$ cat src/pvec_pkg.sv
`timescale 1ns / 1ps
// ----------------------------------------------------------------------------
// pvec_pkg
// Shared types and constants of the pixel variance exposure check.
// ----------------------------------------------------------------------------
package pvec_pkg;

  localparam int unsigned Q8W = 23;   // width of the variance result, q8
  localparam int unsigned FRACW = 8;  // fractional bits of the result
  localparam int unsigned BNDW = 16;  // width of a bound register

  localparam logic [BNDW-1:0] LOW_RESET = 16'd4000;
  localparam logic [BNDW-1:0] HIGH_RESET = 16'd12000;

  // register index, taken from paddr[2]
  localparam logic REG_LOW = 1'b0;
  localparam logic REG_HIGH = 1'b1;

  typedef enum logic [1:0] {
    ST_OK       = 2'd0,
    ST_SHORT    = 2'd1,
    ST_OVERFLOW = 2'd2
  } frame_status_e;

  typedef enum logic [2:0] {
    CS_IDLE,
    CS_MUL_NS,
    CS_MUL_SS,
    CS_SUB,
    CS_MUL_DEN,
    CS_DIV,
    CS_DONE
  } calc_state_e;

  // frame handover from the accumulator to the calculator
  typedef struct packed {
    logic          done;
    frame_status_e status;
  } frame_ctl_t;

  typedef struct packed {
    logic [Q8W-1:0] variance_q8;
    logic           exposure_ok;
    frame_status_e  frame_status;
  } result_t;

endpackage

$ cat src/pixel_variance_exposure_check.sv
`timescale 1ns / 1ps
// ----------------------------------------------------------------------------
// pixel_variance_exposure_check
// Frame variance (n-1 denominator, q8 fixed point) with an exposure window.
// ----------------------------------------------------------------------------
// Stream one frame of 8-bit pixels in, one beat per pixel, tlast on the final
// pixel; one result beat leaves per frame. While a frame is open the block
// takes a pixel every cycle. After the tlast beat the input stalls while one
// shared add/subtract unit works through the frame: it hands the frame over,
// forms n*S2 and S1*S1 by shift-add, subtracts, forms n*(n-1), runs a
// restoring division and posts the result. Too-short and overflowed frames
// skip the arithmetic. A result waits in an output register, so the next
// frame may start while it is unclaimed; the following frame's result holds
// until it is taken. Pixels beyond MAX_PIXELS are dropped and flag overflow.
// The bounds are whole-unit registers at 0x0 (low) and 0x4 (high), compared
// exactly.
// ----------------------------------------------------------------------------
module pixel_variance_exposure_check #(
  parameter int unsigned MAX_PIXELS = 4096
) (
  input  logic                      clk_i,
  input  logic                      rst_ni,
  // pixel stream
  input  logic                      s_axis_tvalid,
  output logic                      s_axis_tready,
  input  logic [7:0]                s_axis_tdata,   // [7:0] pixel
  input  logic                      s_axis_tlast,   // last_pixel
  // result stream
  output logic                      m_axis_tvalid,
  input  logic                      m_axis_tready,
  output logic [23:0]               m_axis_tdata,   // [22:0] variance_q8, [23] exposure_ok
  output logic [1:0]                m_axis_tuser,   // [1:0] frame_status
  // configuration
  input  logic                      psel,
  input  logic                      penable,
  input  logic                      pwrite,
  input  logic [2:0]                paddr,
  input  logic [31:0]               pwdata,
  output logic [31:0]               prdata,
  output logic                      pready
);
  import pvec_pkg::*;

  localparam int unsigned CW = $clog2(MAX_PIXELS + 1);
  localparam int unsigned SW = CW + 8;
  localparam int unsigned QW = CW + 16;

  logic [BNDW-1:0] low_q, high_q;
  logic            cfg_wr;

  frame_ctl_t      ctl;
  logic [CW-1:0]   count;
  logic [SW-1:0]   sum;
  logic [QW-1:0]   sqsum;
  logic            calc_idle, clear, res_valid, take;
  result_t         res;

  logic            out_valid_q;
  result_t         out_q;

  // configuration registers; word-aligned, paddr[2] picks the register
  assign pready = 1'b1;
  assign cfg_wr = psel && penable && pwrite && pready;

  always_ff @(posedge clk_i or negedge rst_ni) begin
    if (!rst_ni) begin
      low_q  <= LOW_RESET;
      high_q <= HIGH_RESET;
    end else if (cfg_wr) begin
      if (paddr[2] == REG_LOW) begin
        low_q <= pwdata[BNDW-1:0];
      end else begin
        high_q <= pwdata[BNDW-1:0];
      end
    end
  end

  always_comb begin
    prdata = '0;
    if (paddr[2] == REG_LOW) begin
      prdata = 32'(low_q);
    end else begin
      prdata = 32'(high_q);
    end
    if (paddr[1:0] != 2'b00) begin
      prdata = '0;
    end
  end

  pvec_frame_acc #(
    .MAX_PIXELS (MAX_PIXELS),
    .CW         (CW),
    .SW         (SW),
    .QW         (QW)
  ) u_acc (
    .clk_i       (clk_i),
    .rst_ni      (rst_ni),
    .valid_i     (s_axis_tvalid),
    .pixel_i     (s_axis_tdata),
    .last_i      (s_axis_tlast),
    .calc_idle_i (calc_idle),
    .clear_i     (clear),
    .ready_o     (s_axis_tready),
    .ctl_o       (ctl),
    .count_o     (count),
    .sum_o       (sum),
    .sqsum_o     (sqsum)
  );

  pvec_calc #(
    .CW (CW),
    .SW (SW),
    .QW (QW)
  ) u_calc (
    .clk_i       (clk_i),
    .rst_ni      (rst_ni),
    .ctl_i       (ctl),
    .count_i     (count),
    .sum_i       (sum),
    .sqsum_i     (sqsum),
    .low_i       (low_q),
    .high_i      (high_q),
    .take_i      (take),
    .idle_o      (calc_idle),
    .clear_o     (clear),
    .res_valid_o (res_valid),
    .res_o       (res)
  );

  // output register: load when empty or when the held beat leaves
  assign take = res_valid && (!out_valid_q || m_axis_tready);

  always_ff @(posedge clk_i or negedge rst_ni) begin
    if (!rst_ni) begin
      out_valid_q <= 1'b0;
    end else if (take) begin
      out_valid_q <= 1'b1;
    end else if (m_axis_tready) begin
      out_valid_q <= 1'b0;
    end
  end

  always_ff @(posedge clk_i) begin
    if (take) begin
      out_q <= res;
    end
  end

  assign m_axis_tvalid = out_valid_q;
  assign m_axis_tdata  = {out_q.exposure_ok, out_q.variance_q8};
  assign m_axis_tuser  = out_q.frame_status;

endmodule

$ cat src/pvec_frame_acc.sv
`timescale 1ns / 1ps
// ----------------------------------------------------------------------------
// pvec_frame_acc
// Per-frame pixel count, sum and sum of squares, one pixel per cycle while the calculator is idle.
// ----------------------------------------------------------------------------
module pvec_frame_acc #(
  parameter int unsigned MAX_PIXELS = 4096,
  parameter int unsigned CW = 13,
  parameter int unsigned SW = 21,
  parameter int unsigned QW = 29
) (
  input  logic                  clk_i,
  input  logic                  rst_ni,
  input  logic                  valid_i,
  input  logic [7:0]            pixel_i,
  input  logic                  last_i,
  input  logic                  calc_idle_i,
  input  logic                  clear_i,
  output logic                  ready_o,
  output pvec_pkg::frame_ctl_t  ctl_o,
  output logic [CW-1:0]         count_o,
  output logic [SW-1:0]         sum_o,
  output logic [QW-1:0]         sqsum_o
);
  import pvec_pkg::*;

  logic [CW-1:0] count_q;
  logic [SW-1:0] sum_q;
  logic [QW-1:0] sqsum_q;
  logic          ovf_q;
  logic          done_q;
  logic          accept;
  logic [15:0]   square;

  assign ready_o = calc_idle_i && !done_q;
  assign accept  = valid_i && ready_o;
  assign square  = 16'(pixel_i) * 16'(pixel_i);

  always_ff @(posedge clk_i or negedge rst_ni) begin
    if (!rst_ni) begin
      count_q <= '0;
      sum_q   <= '0;
      sqsum_q <= '0;
      ovf_q   <= 1'b0;
      done_q  <= 1'b0;
    end else if (clear_i) begin
      count_q <= '0;
      sum_q   <= '0;
      sqsum_q <= '0;
      ovf_q   <= 1'b0;
      done_q  <= 1'b0;
    end else if (accept) begin
      // drop pixels past the frame limit, but keep the end mark
      if (count_q < CW'(MAX_PIXELS)) begin
        count_q <= count_q + CW'(1);
        sum_q   <= sum_q + SW'(pixel_i);
        sqsum_q <= sqsum_q + QW'(square);
      end else begin
        ovf_q <= 1'b1;
      end
      done_q <= last_i;
    end
  end

  always_comb begin
    ctl_o.done = done_q;
    if (ovf_q) begin
      ctl_o.status = ST_OVERFLOW;
    end else if (count_q < CW'(2)) begin
      ctl_o.status = ST_SHORT;
    end else begin
      ctl_o.status = ST_OK;
    end
  end

  assign count_o = count_q;
  assign sum_o   = sum_q;
  assign sqsum_o = sqsum_q;

endmodule

$ cat src/pvec_calc.sv
`timescale 1ns / 1ps
// ----------------------------------------------------------------------------
// pvec_calc
// Sequencer around one shared add/subtract unit: shift-add products,
// restoring division and the bound check for one frame.
// ----------------------------------------------------------------------------
module pvec_calc #(
  parameter int unsigned CW = 13,
  parameter int unsigned SW = 21,
  parameter int unsigned QW = 29
) (
  input  logic                          clk_i,
  input  logic                          rst_ni,
  input  pvec_pkg::frame_ctl_t          ctl_i,
  input  logic [CW-1:0]                 count_i,
  input  logic [SW-1:0]                 sum_i,
  input  logic [QW-1:0]                 sqsum_i,
  input  logic [pvec_pkg::BNDW-1:0]     low_i,
  input  logic [pvec_pkg::BNDW-1:0]     high_i,
  input  logic                          take_i,
  output logic                          idle_o,
  output logic                          clear_o,
  output logic                          res_valid_o,
  output pvec_pkg::result_t             res_o
);
  import pvec_pkg::*;

  localparam int unsigned NW = 2 * CW + 16;  // numerator width
  localparam int unsigned DW = 2 * CW;       // denominator width
  localparam int unsigned SH = Q8W - FRACW;  // low numerator bits shifted in during the division
  localparam int unsigned CNT_MAX = (SW > Q8W) ? SW : Q8W;
  localparam int unsigned CNTW = $clog2(CNT_MAX);
  localparam int unsigned IW = Q8W - FRACW;

  calc_state_e state_q, state_d;

  logic [NW-1:0]   acc_q, prod_q, mcand_q;
  logic [SW-1:0]   mplier_q;
  logic [CNTW-1:0] cnt_q;
  logic [DW-1:0]   rem_q, den_q;
  logic [Q8W-1:0]  dsh_q, quot_q;
  frame_status_e   status_q;

  logic [NW:0]     add_a, add_b, add_res;
  logic            add_sub;
  logic [NW-1:0]   acc_nx;
  logic            borrow;
  logic            last_step;
  logic [IW-1:0]   int_part;
  logic            ok;

  // shared unit
  always_comb begin
    add_a   = '0;
    add_b   = '0;
    add_sub = 1'b0;
    case (state_q)
      CS_MUL_NS, CS_MUL_SS, CS_MUL_DEN: begin
        add_a = {1'b0, acc_q};
        add_b = {1'b0, mcand_q};
      end
      CS_SUB: begin
        add_a   = {1'b0, prod_q};
        add_b   = {1'b0, acc_q};
        add_sub = 1'b1;
      end
      CS_DIV: begin
        add_a   = (NW + 1)'({rem_q, dsh_q[Q8W-1]});
        add_b   = (NW + 1)'(den_q);
        add_sub = 1'b1;
      end
      default: begin
        add_sub = 1'b0;
      end
    endcase
    add_res = add_sub ? (add_a - add_b) : (add_a + add_b);
  end

  assign acc_nx    = mplier_q[0] ? add_res[NW-1:0] : acc_q;
  assign borrow    = add_res[NW];
  assign last_step = (cnt_q == '0);

  // next state
  always_comb begin
    state_d = state_q;
    case (state_q)
      CS_IDLE: begin
        if (ctl_i.done) begin
          state_d = (ctl_i.status == ST_OK) ? CS_MUL_NS : CS_DONE;
        end
      end
      CS_MUL_NS: begin
        if (last_step) state_d = CS_MUL_SS;
      end
      CS_MUL_SS: begin
        if (last_step) state_d = CS_SUB;
      end
      CS_SUB: begin
        state_d = CS_MUL_DEN;
      end
      CS_MUL_DEN: begin
        if (last_step) state_d = CS_DIV;
      end
      CS_DIV: begin
        if (last_step) state_d = CS_DONE;
      end
      CS_DONE: begin
        if (take_i) state_d = CS_IDLE;
      end
      default: begin
        state_d = CS_IDLE;
      end
    endcase
  end

  always_ff @(posedge clk_i or negedge rst_ni) begin
    if (!rst_ni) begin
      state_q <= CS_IDLE;
    end else begin
      state_q <= state_d;
    end
  end

  // datapath
  always_ff @(posedge clk_i) begin
    case (state_q)
      CS_IDLE: begin
        if (ctl_i.done) begin
          status_q <= ctl_i.status;
          acc_q    <= '0;
          mcand_q  <= NW'(sqsum_i);
          mplier_q <= SW'(count_i);
          cnt_q    <= CNTW'(CW - 1);
          quot_q   <= '0;
          rem_q    <= '0;
        end
      end
      CS_MUL_NS: begin
        mcand_q  <= mcand_q << 1;
        mplier_q <= mplier_q >> 1;
        cnt_q    <= cnt_q - CNTW'(1);
        acc_q    <= acc_nx;
        if (last_step) begin
          prod_q   <= acc_nx;
          acc_q    <= '0;
          mcand_q  <= NW'(sum_i);
          mplier_q <= sum_i;
          cnt_q    <= CNTW'(SW - 1);
        end
      end
      CS_MUL_SS: begin
        mcand_q  <= mcand_q << 1;
        mplier_q <= mplier_q >> 1;
        cnt_q    <= cnt_q - CNTW'(1);
        acc_q    <= acc_nx;
      end
      CS_SUB: begin
        prod_q   <= add_res[NW-1:0];
        acc_q    <= '0;
        mcand_q  <= NW'(count_i);
        mplier_q <= SW'(count_i - CW'(1));
        cnt_q    <= CNTW'(CW - 1);
      end
      CS_MUL_DEN: begin
        mcand_q  <= mcand_q << 1;
        mplier_q <= mplier_q >> 1;
        cnt_q    <= cnt_q - CNTW'(1);
        acc_q    <= acc_nx;
        if (last_step) begin
          // quotient fits Q8W bits, so the upper numerator bits stay below den
          den_q <= acc_nx[DW-1:0];
          rem_q <= prod_q[SH +: DW];
          dsh_q <= {prod_q[SH-1:0], FRACW'(0)};
          cnt_q <= CNTW'(Q8W - 1);
        end
      end
      CS_DIV: begin
        rem_q  <= borrow ? {rem_q[DW-2:0], dsh_q[Q8W-1]} : add_res[DW-1:0];
        quot_q <= {quot_q[Q8W-2:0], ~borrow};
        dsh_q  <= dsh_q << 1;
        cnt_q  <= cnt_q - CNTW'(1);
      end
      default: begin
        cnt_q <= cnt_q;
      end
    endcase
  end

  // exact bound check from quotient and remainder
  assign int_part = quot_q[Q8W-1:FRACW];
  always_comb begin
    ok = (status_q == ST_OK)
      && (BNDW'(int_part) >= low_i)
      && ((BNDW'(int_part) < high_i)
          || ((BNDW'(int_part) == high_i) && (quot_q[FRACW-1:0] == '0)
              && (rem_q == '0)));
  end

  // outputs
  always_comb begin
    idle_o           = (state_q == CS_IDLE);
    res_valid_o      = (state_q == CS_DONE);
    clear_o          = (state_q == CS_DONE) && take_i;
    res_o.variance_q8  = quot_q;
    res_o.exposure_ok  = ok;
    res_o.frame_status = status_q;
  end

endmodule

$ cat config.mk
export PLATFORM = sky130hd
export DESIGN_NAME = pixel_variance_exposure_check
export DESIGN_NICKNAME = d
export VERILOG_FILES = /design/src/pvec_pkg.sv /design/src/pixel_variance_exposure_check.sv /design/src/pvec_frame_acc.sv /design/src/pvec_calc.sv
export SDC_FILE = /design/constraint.sdc
export NUM_CORES = 1
export LEC_CHECK = 0
export BUFFER_PORTS_ARGS = -buffer_cell sky130_fd_sc_hd__clkbuf_2
export CORE_MARGIN = 2
export CORE_UTILIZATION = 35
export CTS_CLUSTER_SIZE = 8
export DETAILED_ROUTE_END_ITERATION = 6
export PLACE_DENSITY_LB_ADDON = 0.15
export SLEW_MARGIN = 5
export SYNTH_ARGS = -nofsm -noshare
export SYNTH_HDL_FRONTEND = slang
export SYNTH_SLANG_ARGS = --single-unit
export TNS_END_PERCENT = 1
$ cat constraint.sdc
create_clock -name clk_i -period 8.2 [get_ports clk_i]
set_input_delay 1.23 -clock clk_i [delete_from_list [all_inputs] [get_ports clk_i]]
set_output_delay 1.23 -clock clk_i [all_outputs]
set_load 0.05 [all_outputs]
== Word level (Yosys, flattened, before mapping) ==
Index checks and enable logic that the tools add are counted.
Storage, ports and cells
  register bits after elaboration: 379
  input bits: 51
  output and inout bits: 61
Cells by class
  add/subtract/negate cells: 7
  $mul: 1
  order comparisons: 4
  equality and inequality tests: 14
  multiplexer cells: 56
  bitwise logic cells: 2
  reductions and logical operators: 47
Operator list (count)
  one-hot mux 42 bit (4 select lines): 2
  two-way mux 42 bit: 6
  one-hot mux 42 bit (3 select lines): 2
  two-way mux 21 bit: 5
  one-hot mux 23 bit (2 select lines): 2
  two-way mux 29 bit: 3
  one-hot mux 21 bit (4 select lines): 1
  one-hot mux 42 bit (2 select lines): 1
  two-way mux 26 bit: 3
  one-hot mux 26 bit (3 select lines): 1
  two-way mux 23 bit: 2
  adder 42 x 42 -> 43 bit: 1
  two-way mux 43 bit: 1
  subtractor 42 x 42 -> 43 bit: 1
  two-way mux 13 bit: 3
  two-way mux 32 bit: 1
  adder 29 x 16 -> 29 bit: 1
  logical NOT 26 bit: 1
  one-hot mux 5 bit (5 select lines): 1
  AND reduction 2 bit: 11
  adder 21 x 8 -> 21 bit: 1
  two-way mux 3 bit: 7
  one-hot mux 3 bit (7 select lines): 1
  equality test 15 x 16 -> 1 bit: 1
  other kinds (33): 72

== Depth between registers and ports, before layout ==
  depth in word-level cells: 8
  mapped depth: 25
  depth with buffers taken out: 20

== Modules after synthesis ==
Synthesis repeated with hierarchy kept, for this count alone.
Unflattened totals
  cells, all modules: 2751
  area total of the unflattened synthesis: 26200.1 um^2
By module, submodules not included
  pvec_calc: times used 1, cells an instance 1927, area an instance 17902.2 um^2, seq. area each 7402.1 um^2
  pvec_frame_acc: times used 1, cells an instance 670, area an instance 5809.3 um^2, seq. area each 1626.6 um^2
  pixel_variance_exposure_check: times used 1, cells an instance 154, area an instance 2488.6 um^2, seq. area each 1622.8 um^2

== Least setup slack after synthesis ==
OpenSTA, ideal clock, no wires.
  kind: reg-to-reg
  start point: reg u_calc.state_q[0]
  end point: reg u_calc.acc_q[0], enable pin
  setup time: 604 ps
  arrival: 7337 ps
  data required time: 7596 ps
  path slack: 259 ps
  stages on the path, launching flop included: 13
  cell sequence: dfrtp_1 -> buf_6 -> xor2_2 -> clkbuf_1 -> a22oi_1 -> o22ai_1 -> nor2_1 -> nand4_1 -> or3_1 -> buf_2 -> nor2_1 -> a21o_1 -> a21oi_1
Between the ends
  cells in the longest elaborated chain, start to end: 4
  elaborated cells between the ends (all ways): 9
RTL lines
  start, declared: RTL line pvec_calc.sv:35  | calc_state_e state_q, state_d;
  start signal, assigned: RTL line pvec_calc.sv:120  | state_q <= state_d;
  equality test 3 x 2 -> 1 bit or equality test 3 bit (tied branches): RTL line pvec_calc.sv:126  | case (state_q)
  OR reduction 2 bit (no source line)
  nonzero test 4 bit (no source line)
  AND reduction 2 bit (no source line) (*)
  end signal, assigned: RTL line pvec_calc.sv:142  | acc_q <= acc_nx;
  end signal, assigned: RTL line pvec_calc.sv:155  | acc_q <= acc_nx;
  end signal, assigned: RTL line pvec_calc.sv:168  | acc_q <= acc_nx;
  end, declared: RTL line pvec_calc.sv:37  | logic [NW-1:0] acc_q, prod_q, mcand_q;
Mark *: on every way between the ends. The rest lies on a longest branch, timed or not.
A chain may end at the register's enable or synchronous reset.

== Worst setup path after layout ==
  start point: reg u_calc.state_q[0]
  end point: reg u_calc.rem_q[9] (data pin)
Between the ends
  cells in the longest elaborated chain, start to end: 7
  elaborated cells between the ends (all ways): 16
RTL lines
  equality test 3 x 2 -> 1 bit, or another cell as far along: RTL line pvec_calc.sv:57  | case (state_q)
  OR reduction 3 bit: RTL line pvec_calc.sv:57
  one-hot mux 42 bit (3 select lines): RTL line pvec_calc.sv:57
  adder 42 x 42 -> 43 bit or subtractor 42 x 42 -> 43 bit (tied branches): RTL line pvec_calc.sv:76  | add_res = add_sub ? (add_a - add_b) : (add_a + add_b);
  two-way mux 43 bit: RTL line pvec_calc.sv:76
  two-way mux 26 bit: RTL line pvec_calc.sv:178  | rem_q <= borrow ? {rem_q[DW-2:0], dsh_q[Q8W-1]} : add_res[DW-1:0];
  one-hot mux 26 bit (3 select lines) (*): RTL line pvec_calc.sv:126
  end signal, assigned: RTL line pvec_calc.sv:172  | rem_q <= prod_q[SH +: DW];
  end signal, assigned: RTL line pvec_calc.sv:178
  end, declared: RTL line pvec_calc.sv:40  | logic [DW-1:0] rem_q, den_q;
Marked as above.

==> flow_metrics.tcl <==
set metrics [dict create \
    ctsRootBufferMaster "clkbuf_16" \
    crit_type "reg2reg" \
    netlist_area_um2 24900 \
    die_h_um 271 \
    drtIter0Drc 1403 \
    numPortBuffers 78 \
    grt_pass1_vias 19800 \
    cts_max_level 2 \
    start_util_pct 35.5 \
    synth-edff-count 270 \
    finalNetCount 2754 \
    final-hold-violation-count 0 \
    hold_class "reg2reg" \
    ys_ff_latch 371 \
    cp-startpoint "u_calc.state_q[0]" \
    ioPinCount 112 \
    critical_path.max_fanout 28 \
    maxCapViolCount 0 \
    slew_viol_final 0 \
    r2r-start "u_calc.state_q[0]" \
    cts.sinks 371 \
    slowest_delay_ns 0.70 \
    remaining_drc_errors 0 \
    setup_viol 0 \
    dieArea_um2 73300 \
    ant_nets 0 \
    final_common_cell "edfxtp_1" \
    timing.fmax_mhz 151 \
    power.density_nw_per_um2 172 \
    hold_buffers 0 \
    regToRegSetupSlack_ns 1.59 \
    cts_tree "done" \
    synth_warnings 0 \
    syn_inst 2512 \
    fin_crit_sh_pct 80.6 \
    yosys.area.top_type "edfxtp_1" \
    finalSetupTns_ns 0 \
    endpoint "u_calc.rem_q[9]" \
    avgSynthCellArea_um2 9.92 \
    utilization_pct 39.6 \
    antenna_found_initial 0 \
    critPathCaptureType "register" \
    diodes 0 \
    post-dp-hpwl_mm 53.1 \
    postSynth.asyncResetShare_pct 27.2 \
    routed_wl_mm 75.4 \
    crit_buf_inv 2 \
    cts_resized 0 \
    cts_made_buffers 53 \
    core_um2 70300 \
    arrival_ns 6.94 \
    synthFlopType "edfxtp_1" \
    synth.top_cell.area_share_pct 32.5 \
    crit_chain "buf_4 -> mux2i_1 -> o22ai_1 -> nor4_1 -> nand4_1 -> or3_1 -> nor4_1 -> nor2_1 -> xnor2_1 -> ha_1 -> a21oi_1 -> o21ai_0 -> a21oi_1 -> o21ai_0 -> a21oi_1 -> o2111ai_1 -> nand2_1 -> buf_4 -> mux2i_1 -> o21ai_0" \
    cp.depth 20 \
    clock_skew_ns 0.0297 \
    seq_area_um2 10700 \
    tightest_slew_ns 1.25 \
    grtUsageTotal_pct 20.4 \
    areaGrowthSynthToFinish_pct 11.5 \
    viasPerCell 5.60 \
    avgRoutedWirePerCell_um 21.4 \
    relSlewSlack_pct 16.4 \
    grt_overflow_total 0 \
    rows 97 \
    postCtsSetupBuffers 0 \
    rsz0062_at_grt "false" \
    p_leak_nw 11.4 \
    fill_cells 6983 \
    drive_gt1_share_pct 10.4 \
    dp_slack_ns 1.67 \
    final.min_clock_period_ns 6.61 \
    fin_ws_ns 1.59 \
    vias 19700 \
    first_pass_iters 5 \
    clkLatencyLatePin_ns 0.62 \
    cp.required_ns 8.53 \
    gp_congestion 0.926 \
    final_cell_mix "edfxtp_1 (270), nand2_1 (204), nor2_1 (184)" \
    cp_top_family "simple AND/OR/NAND/NOR gates" \
    multi_input_area_um2 13100 \
    yosysSeqAreaShare_pct 42.7 \
    outcome "finished clean" \
    rr_endpoint "u_calc.rem_q[9]" \
    cts_buffer_depth 3 \
    die_width_um 271 \
    grt_max_degree 64 \
    slowest_stage "dfrtp_4" \
    irDropWorstVdd_uv 145 \
    start_kind "register" \
    synth_cell_type_count 83 \
    grt_first_pass_wirelength_mm 118 \
    cts.clk_slew.worst_paths_ns 0.06 \
    yosys-top-cells-area "edfxtp_1 (33%), dfrtp_1 (8.8%), ha_1 (6.4%)" \
    rr_worst_depth 20 \
]
Yosys cell counts, types with 7 or more instances:
cell type  instances
or2_2              7
and2_1            66
dfrtp_1           88
ha_1             127
buf_4             17
xor2_1            52
a22oi_1           68
mux2_2            40
nand4_1           32
o21ai_0          133
nand2b_1          12
nand2_1          206
xnor2_1           75
buf_2             16
nand3b_1          12
buf_1             18
o211ai_1          13
nor2_1           188
a21oi_1          144
edfxtp_1         270
a211oi_1          10
a221o_1           14
o31ai_1           11
nor2b_1           13
inv_1            155
nor3_1            33
o22ai_1           52
a222oi_1          12
mux2i_1          123
a21o_1            42
a32o_1            11
clkbuf_1         112
a22o_1            25
or3_1             12
a31oi_1           16
o21a_1            15
fa_1              41
and3_1            17
nand3_1           69
a221oi_1           9
o21bai_1          15
nor3b_1           11
dfstp_2           13
nor4_1            14
registers in the layout, indices dropped and copies added (netlist names), 23 cells and up:
register and count:
u_calc.acc_q 42, u_calc.mcand_q 42, u_calc.prod_q 42, u_acc.sqsum_o 29, u_calc.den_q 26, u_calc.rem_q 26, m_axis_tdata 24, u_calc.quot_q 23
worst register-to-register path: stages, from the launching register on:
cell	delay, ns
dfrtp_4	0.70
buf_4	0.52
mux2i_1	0.24
o22ai_1	0.19
nor4_1	0.60
nand4_1	0.41
or3_1	0.63
nor4_1	0.25
nor2_1	0.08
xnor2_1	0.16
ha_1	0.40
a21oi_1	0.21
o21ai_0	0.10
a21oi_1	0.12
o21ai_0	0.09
a21oi_1	0.42
o2111ai_1	0.27
nand2_1	0.11
buf_4	0.44
mux2i_1	0.30
o21ai_0	0.09
metal layers:
layer / share of wire [%] / global-route usage [%] / up-vias
li1: - / - / 9231
met1: 44 / 26.6 / 9836
met2: 48 / 35.0 / 506
met3: 4.4 / 2.71 / 113
met4: 2.8 / 6.15 / 0
met5: 0 / 0 / -
worst min path at each step:
stage          slack (ns)  cells past startpoint               start              end
4_1_cts              0.45                      0    u_calc.quot_q[8]  m_axis_tdata[8]
3_5_place_dp         0.43                      0    u_calc.quot_q[8]  m_axis_tdata[8]
6_report             0.45                      0    u_calc.quot_q[8]  m_axis_tdata[8]
5_1_grt              0.45                      0    u_calc.quot_q[8]  m_axis_tdata[8]
3_3_place_gp         0.44                      0  u_calc.status_q[1]  m_axis_tuser[1]
2_1_floorplan        0.43                      0    u_calc.quot_q[8]  m_axis_tdata[8]
cells by family after synthesis:
logic type                 synth area share (%)
other                                    0.0301
adders and majority gates                  9.67
xor gates and xnor gates                   4.53
muxes                                      6.75
AOI/OAI and AO/OA                          17.0
buffers and inverters                      5.28
and+or+nand+nor                            14.0
DFF                                        42.7
metrics by stage:
step	area, µm²	total power [mW]	instances	hold slack, ns
2_1_floorplan	25000	2.57	2527	0.426
3_3_place_gp	26200	2.70	3420	0.444
3_5_place_dp	26200	2.72	3420	0.434
4_1_cts	27800	4.86	3518	0.447
5_1_grt	27800	5.02	3518	0.452
6_report	27800	4.79	3518	0.447
cell type report:
cell class / instances / share of cell area [%]
Inverter: 156 / 2.11
Sequential cell: 371 / 38.3
Clock buffer: 94 / 5.40
Tap cell: 940 / 4.23
Clock inverter: 4 / 0.320
Timing Repair Buffer: 119 / 2.52
Multi-Input combinational cell: 1834 / 47.1
power breakdown:
group / leakage [nW] / internal [mW] / total [mW] / switching (mW)
clock: 0.753 / 1.26 / 2.12 / 0.856
sequential: 3.54 / 2.04 / 2.07 / 0.0270
combinational: 7.12 / 0.256 / 0.608 / 0.352
(Power assumes the default switching activity.)
